`config.mk`:
```
export PLATFORM = sky130hd
export DESIGN_NAME = rhf_weight
export DESIGN_NICKNAME = d
export VERILOG_FILES = /design/src/rhf_pkg.sv /design/src/rhf_weight.sv
export SDC_FILE = /design/constraint.sdc
export NUM_CORES = 1
export LEC_CHECK = 0
export ABC_AREA = 1
export BUFFER_PORTS_ARGS = -buffer_cell sky130_fd_sc_hd__clkbuf_2
export CAP_MARGIN = 15
export CORE_ASPECT_RATIO = 1.75
export CORE_UTILIZATION = 50
export DETAILED_ROUTE_END_ITERATION = 10
export PLACE_DENSITY = 0.69
export SYNTH_ARGS = -nofsm -noshare
export SYNTH_HDL_FRONTEND = slang
export SYNTH_SLANG_ARGS = --single-unit
```
`constraint.sdc`:
```
create_clock -name clk -period 7.3 [get_ports clk]
set_input_delay 0.73 -clock clk [delete_from_list [all_inputs] [get_ports clk]]
set_output_delay 0.73 -clock clk [all_outputs]
set_load 0.005 [all_outputs]
```
`src/rhf_pkg.sv`:
```
// Shared constants, types and codes for the rectangle hash Fenwick block.
`default_nettype none

package rhf_pkg;

  localparam int ROWS = 256;
  localparam int COLS = 256;
  localparam int ROW_W = $clog2(ROWS);
  localparam int COL_W = $clog2(COLS);
  localparam int ADDR_W = ROW_W + COL_W;
  localparam int DEPTH = ROWS * COLS;
  localparam int CELL_W = 64;

  localparam int COORD_W = 9;
  localparam int IDX_W = COORD_W + 1;
  localparam int SIZE_W = 9;
  localparam int COEF_W = 30;
  localparam int NUM_TERMS = 4;
  localparam int TERM_W = $clog2(NUM_TERMS);
  localparam int PROD_W = COEF_W + COORD_W;
  localparam int RED_STEPS = 4;
  localparam int STEP_W = $clog2(RED_STEPS);
  localparam int WEIGHT_W = COEF_W + TERM_W;
  localparam logic [COEF_W-1:0] HASH_MOD = 30'd998244353;
  // Three folds by 2^30 mod P bring a product below 2P; one subtraction finishes it.
  localparam logic [COEF_W-1:0] FOLD_K = 30'd75497471;

  localparam int CFG_IDX_W = 3;
  localparam int CFG_DATA_W = COEF_W;

  typedef enum logic [1:0] {
    OP_ADD     = 2'd0,
    OP_REMOVE  = 2'd1,
    OP_COMPARE = 2'd2,
    OP_NONE    = 2'd3
  } rhf_op_e;

  typedef enum logic [CFG_IDX_W-1:0] {
    REG_COEF_FIRST_ROW = 3'd0,
    REG_COEF_FIRST_COL = 3'd1,
    REG_COEF_LAST_ROW  = 3'd2,
    REG_COEF_LAST_COL  = 3'd3,
    REG_ROWS_IN_USE    = 3'd4,
    REG_COLS_IN_USE    = 3'd5,
    REG_SPARE_6        = 3'd6,
    REG_SPARE_7        = 3'd7
  } rhf_reg_e;

  typedef logic [NUM_TERMS-1:0][COEF_W-1:0] rhf_coefs_t;
  typedef logic [NUM_TERMS-1:0][COORD_W-1:0] rhf_coords_t;

  typedef struct packed {
    logic                done;
    logic [WEIGHT_W-1:0] weight;
  } rhf_wt_stat_t;

endpackage

`default_nettype wire

```
`src/rhf_weight.sv`:
```
// Sequential weight unit: four coefficient products, each reduced modulo P, summed.
`default_nettype none

module rhf_weight import rhf_pkg::*; (
  input  wire logic         clk,
  input  wire logic         rst,
  input  wire logic         start,
  input  wire rhf_coefs_t   coefs,
  input  wire rhf_coords_t  coords,
  output rhf_wt_stat_t      stat
);

  typedef enum logic [2:0] {
    W_IDLE = 3'b001,
    W_MUL  = 3'b010,
    W_RED  = 3'b100
  } wstate_t;

  wstate_t             state;
  logic [TERM_W-1:0]   term;
  logic [STEP_W-1:0]   step;
  rhf_coords_t         crd;
  logic [PROD_W-1:0]   rem;
  logic [PROD_W-1:0]   prod;
  logic [PROD_W-1:0]   fold_hi;
  logic [PROD_W-1:0]   fold;
  logic [WEIGHT_W-1:0] acc;
  logic                done;
  logic [PROD_W-1:0]   rem_next;

  assign prod     = PROD_W'(coefs[term]) * PROD_W'(crd[term]);
  assign fold_hi  = PROD_W'(rem[PROD_W-1:COEF_W]) * PROD_W'(FOLD_K);
  assign fold     = fold_hi + PROD_W'(rem[COEF_W-1:0]);
  assign rem_next = (step != '0) ? fold :
                    (rem >= PROD_W'(HASH_MOD)) ? rem - PROD_W'(HASH_MOD) : rem;

  always_ff @(posedge clk) begin
    if (rst) begin
      state <= W_IDLE;
      done  <= 1'b0;
    end else begin
      done <= 1'b0;
      case (state)
        W_IDLE: begin
          if (start) begin
            crd   <= coords;
            term  <= '0;
            acc   <= '0;
            state <= W_MUL;
          end
        end
        W_MUL: begin
          rem   <= prod;
          step  <= STEP_W'(RED_STEPS - 1);
          state <= W_RED;
        end
        W_RED: begin
          rem <= rem_next;
          if (step == '0) begin
            acc <= acc + WEIGHT_W'(rem_next[COEF_W-1:0]);
            if (term == TERM_W'(NUM_TERMS - 1)) begin
              done  <= 1'b1;
              state <= W_IDLE;
            end else begin
              term  <= term + 1'b1;
              state <= W_MUL;
            end
          end else begin
            step <= step - 1'b1;
          end
        end
        default: state <= W_IDLE;
      endcase
    end
  end

  assign stat.done   = done;
  assign stat.weight = acc;

endmodule

`default_nettype wire

```
==> results.md <==
Yosys:
- Summing the sequential cell areas from Yosys gives 15.3% of the chip area.
- The mapped cell area is 22300 um2.
- Sorting the synthesized cells by area gives the leading types as fa_1 22%, nand2_1 17%, edfxtp_1 15%.
- The count of unique library cells instantiated by Yosys is 45.
- The commonest register cell after synthesis is edfxtp_1.
- The number of standard cells after synthesis is 3238.
- The largest total area in the synthesized netlist belongs to fa_1.
- Summed over its instances, the top area cell type makes up 22.1% of the synthesized netlist area.
- The average instance area after synthesis is 6.90 um2.
- The number of flops mapped to enable cells by yosys is 111.
- The number of warnings issued by yosys is 0.
- Counting flops and latches in the post-synthesis netlist gives 115.
- The most frequent cell after synthesis is nand2_1.
- The number of nets in the synthesized netlist is 3833.
- By count the netlist is led by 985 x nand2_1, 595 x inv_1, 315 x nor2_1, 247 x fa_1, 191 x nand3_1.
- The async set or reset register ratio after synthesis is 0%.

Hold path:
- The min-delay analysis places its worst path in the category in2reg.
- In this run the most critical hold path is launched from coords[13].

Timing:
- The highest attainable clock frequency is 142 MHz.
- The count of endpoints failing hold in the final timing report is 0.
- The clock period minus final worst setup slack is 7.02 ns.
- The worst clock skew on the final layout is 0.0248 ns.
- Setup repair after global routing left no endpoint under its margin.
- The transition time at the pin with the least slew margin is 1.11 ns.
- The final max-slew violation count is 0.
- The worst relative slew slack is 26.0%.
- Dividing the final minimum period by the clock period gives 96.2%.
- The number of setup violations in the final report is 0.

CTS:
- For the worst-skew pair, the clock arrives at the later sink with an insertion delay of 0.46 ns.
- In this run the deepest clock path goes through 2 buffers.
- Counting the buffers created by CTS gives 17.
- The clock root buffer is clkbuf_16.
- The clock edge transition at the registers on the reported setup and hold paths is 0.07 ns.
- The hold buffer count at CTS is 0.
- CTS saw 115 sinks.
- The buffer count from post-CTS setup fixing is 0.
- The CTS tree is yes.
- In this run the number of H-tree levels came out at 4.

Detailed routing:
- The count of nets left with antenna violations once routing finished came out at 0.
- The top layer reached by signal wires is met4.
- The number of detailed-routing iterations run before antenna repair is 5.
- The routed via count divided by cell count is 5.52.
- The routed design uses 43.9 mm of met2 wire.
- The met3 layer wire length in the routed design is 3.52 mm.
- The final layout contains routed wiring with a total length of 82.1 mm.
- For this run, design rule violations remaining after detail routing come to 0.
- The DRC violation total after the first TritonRoute iteration is 1401.
- The final route contains 22500 vias.
- The detailed router put a total of 26.3 mm of wire on met1.
- The routed wire length per instance is 20.1 um.

Finish:
- Of the cells placed in the final design, the portion with a size suffix greater than 1 is 11.7%.
- The final-stage net count is 4091.
- The repair_antennas step left the layout with diodes totalling 0.
- Summing all flip-flop and latch instances after layout gives 3410 um2.
- The area growth from synthesis to layout is 13.6%.
- The layout has 4379 filler cells.
- After routing the design area is 25400 um2.
- The filler-free cell count of the finished design is 4081.
- Once layout is complete, the utilization of the core stands at 57.5%.
- The multi-input combinational cells in the finished layout cover a total of 16500 um2.

Global route:
- The overflow left after global routing is 0.
- The maximum number of pins on one net before global-route repair is 81.
- The wire length of the first global-routing pass is 124 mm.
- The number of global-route vias before repair is 23100.
- In the global route stage, overall resource usage came out at 36.7%.
- The number of antenna violations at the first check in global routing is 1.

Setup path:
- By startpoint and endpoint, the worst setup path is classified as reg2reg.
- The end point of the critical path is acc[25].
- The critical path's largest stage delay is 0.59 ns.
- The worst register-to-register path has a depth of 27.
- The endpoint class of the critical path is a register.
- The timing startpoint of the critical path is rem[36].
- Counting both buffers and inverters, the worst setup path holds a total of 3.
- The critical path data arrival time is 7.23 ns.
- The cell family with the largest share of critical-path delay is adder cells.
- The beginning of the worst register-to-register path is rem[36].
- The total stage count of the critical path is 27.
- For the worst setup path, the data required time is 7.51 ns.
- The terminus of the critical flop-to-flop path is acc[25].
- Along the worst path, the maximum fanout reaches 11.
- The flop-to-flop setup slack is 0.28 ns.
- The sort of element at the start of the critical path is a register.
- The cell type of the slowest stage on the worst timing path is fa_1.

Place:
- The half-perimeter wire length after detailed placement is 70.7 mm.
- The area of placed instances is 24700 um2.
- The count of buffers inserted at the top-level ports is 191.
- The global placer's final weighted congestion is 1.05.
- The instance count after placement with tap cells included is 4049.

Die:
- From bottom edge to top edge, the die measures 282 um.
- The floorplan has 102 rows.
- The initial utilization of the core area, before any placement, comes to 50.6%.
- The floorplan core area is 44200 um2.
- The overall die area is 45500 um2.
- In this run the horizontal extent of the chip is 162 um.
- For this design the top-level I/O count stands at 192.

Flow run:
- The max-capacitance violation count is 0.

Run status:
- The flow ran to the end, and the final reports show no timing, DRC or antenna violations.
==> per-stage QoR <==
stage | setup TNS (ns) | worst slack (ns) | hold WS, ns
global route | 0 | 0.0127 | 0.445
finish | 0 | 0.279 | 0.450
detailed placement | -0.0884 | -0.0673 | 0.560
floorplan | 0 | 1.00 | 0.531
global placement | -0.0456 | -0.0456 | 0.548
CTS | 0 | 0.0680 | 0.437
==> worst min-delay path by stage <==
stage | cells after the start | endpoint
6_report | 1 | crd[13]
5_1_grt | 1 | crd[13]
4_1_cts | 1 | crd[13]
3_5_place_dp | 1 | step[0]
3_3_place_gp | 1 | step[0]
2_1_floorplan | 1 | step[0]
==> state kept, by name, indices dropped and copies added (netlist names) <==
signal,flops
step,2
done,1
rem,39
acc,32
term,2
crd,36
state,3
==> cell type report <==
type | instances | share of cell area [%]
Multi-Input combinational cell | 2445 | 64.9
Sequential cell | 115 | 13.5
Inverter | 600 | 8.88
Timing Repair Buffer | 317 | 7.60
Tap cell | 572 | 2.82
Clock buffer | 20 | 1.80
Clock inverter | 12 | 0.567
==> cells by family after synthesis <==
| family | after synthesis | share of synthesized area [%] |
|---|---|---|
| simple gates | 1583 | 28.8 |
| buf+inv | 678 | 11.7 |
| fa+ha+maj | 436 | 32.7 |
| compound gates | 384 | 9.88 |
| flops | 115 | 15.3 |
| xor+xnor | 42 | 1.65 |
==> metal layers <==
metal  GRT usage [%]  vias up
met5               0        -
li1                -    10700
met4            33.0        0
met2            70.5      940
met3            3.78      329
met1            33.5    10600
==> what timing repair did <==
item,in CTS,in global routing
resized for setup,1,31
hold endpoints to repair,0,0
gates cloned,0,0
pin swaps,0,0
endpoints found under the setup margin,3,13
==> worst reg2reg max path: stages (launching register included) <==
cell and delay (ns):
edfxtp_1 0.42, fa_1 0.59, inv_1 0.08, fa_1 0.56
inv_1 0.09, fa_1 0.57, xor2_1 0.21, ha_1 0.31
xor2_1 0.20, inv_2 0.23, ha_1 0.30, ha_1 0.35
nand2_1 0.18, nor2_1 0.35, a21oi_1 0.15, nand2_2 0.17
a21oi_1 0.08, o21ai_1 0.16, a21boi_1 0.34, ha_1 0.37
a21oi_1 0.21, o21ai_0 0.18, a21oi_1 0.27, nand2_1 0.13
nand2_1 0.10, nand3_1 0.08, nand2_1 0.07, nor2_1 0.05
==> cell usage in the layout, fill, tap and decap left out, types with 8 or more instances in the layout <==
cell       netlist  routed
ha_1           189     185
o21ai_0        100      98
nand4_1         18      18
xor2_1          35      35
nand2_2          1       8
a21boi_0         9       8
nand2_1        985     978
nor2_1         315     308
clkbuf_2         1     191
a21o_1          10      10
nand3b_1         8       8
nand3_1        191     190
clkbuf_16        0      17
or2_2           10      10
nor3_1          27      24
buf_4            1     124
a21oi_1        186     183
o21a_1          11      11
o21bai_1        11      10
and2_1          13      13
edfxtp_1       111     111
inv_1          595     592
fa_1           247     247
a32oi_1         39      33
Power is left out: the tool's default activity adds up to more than one toggle a clock period on the data nets, which glitch-free logic cannot reach.
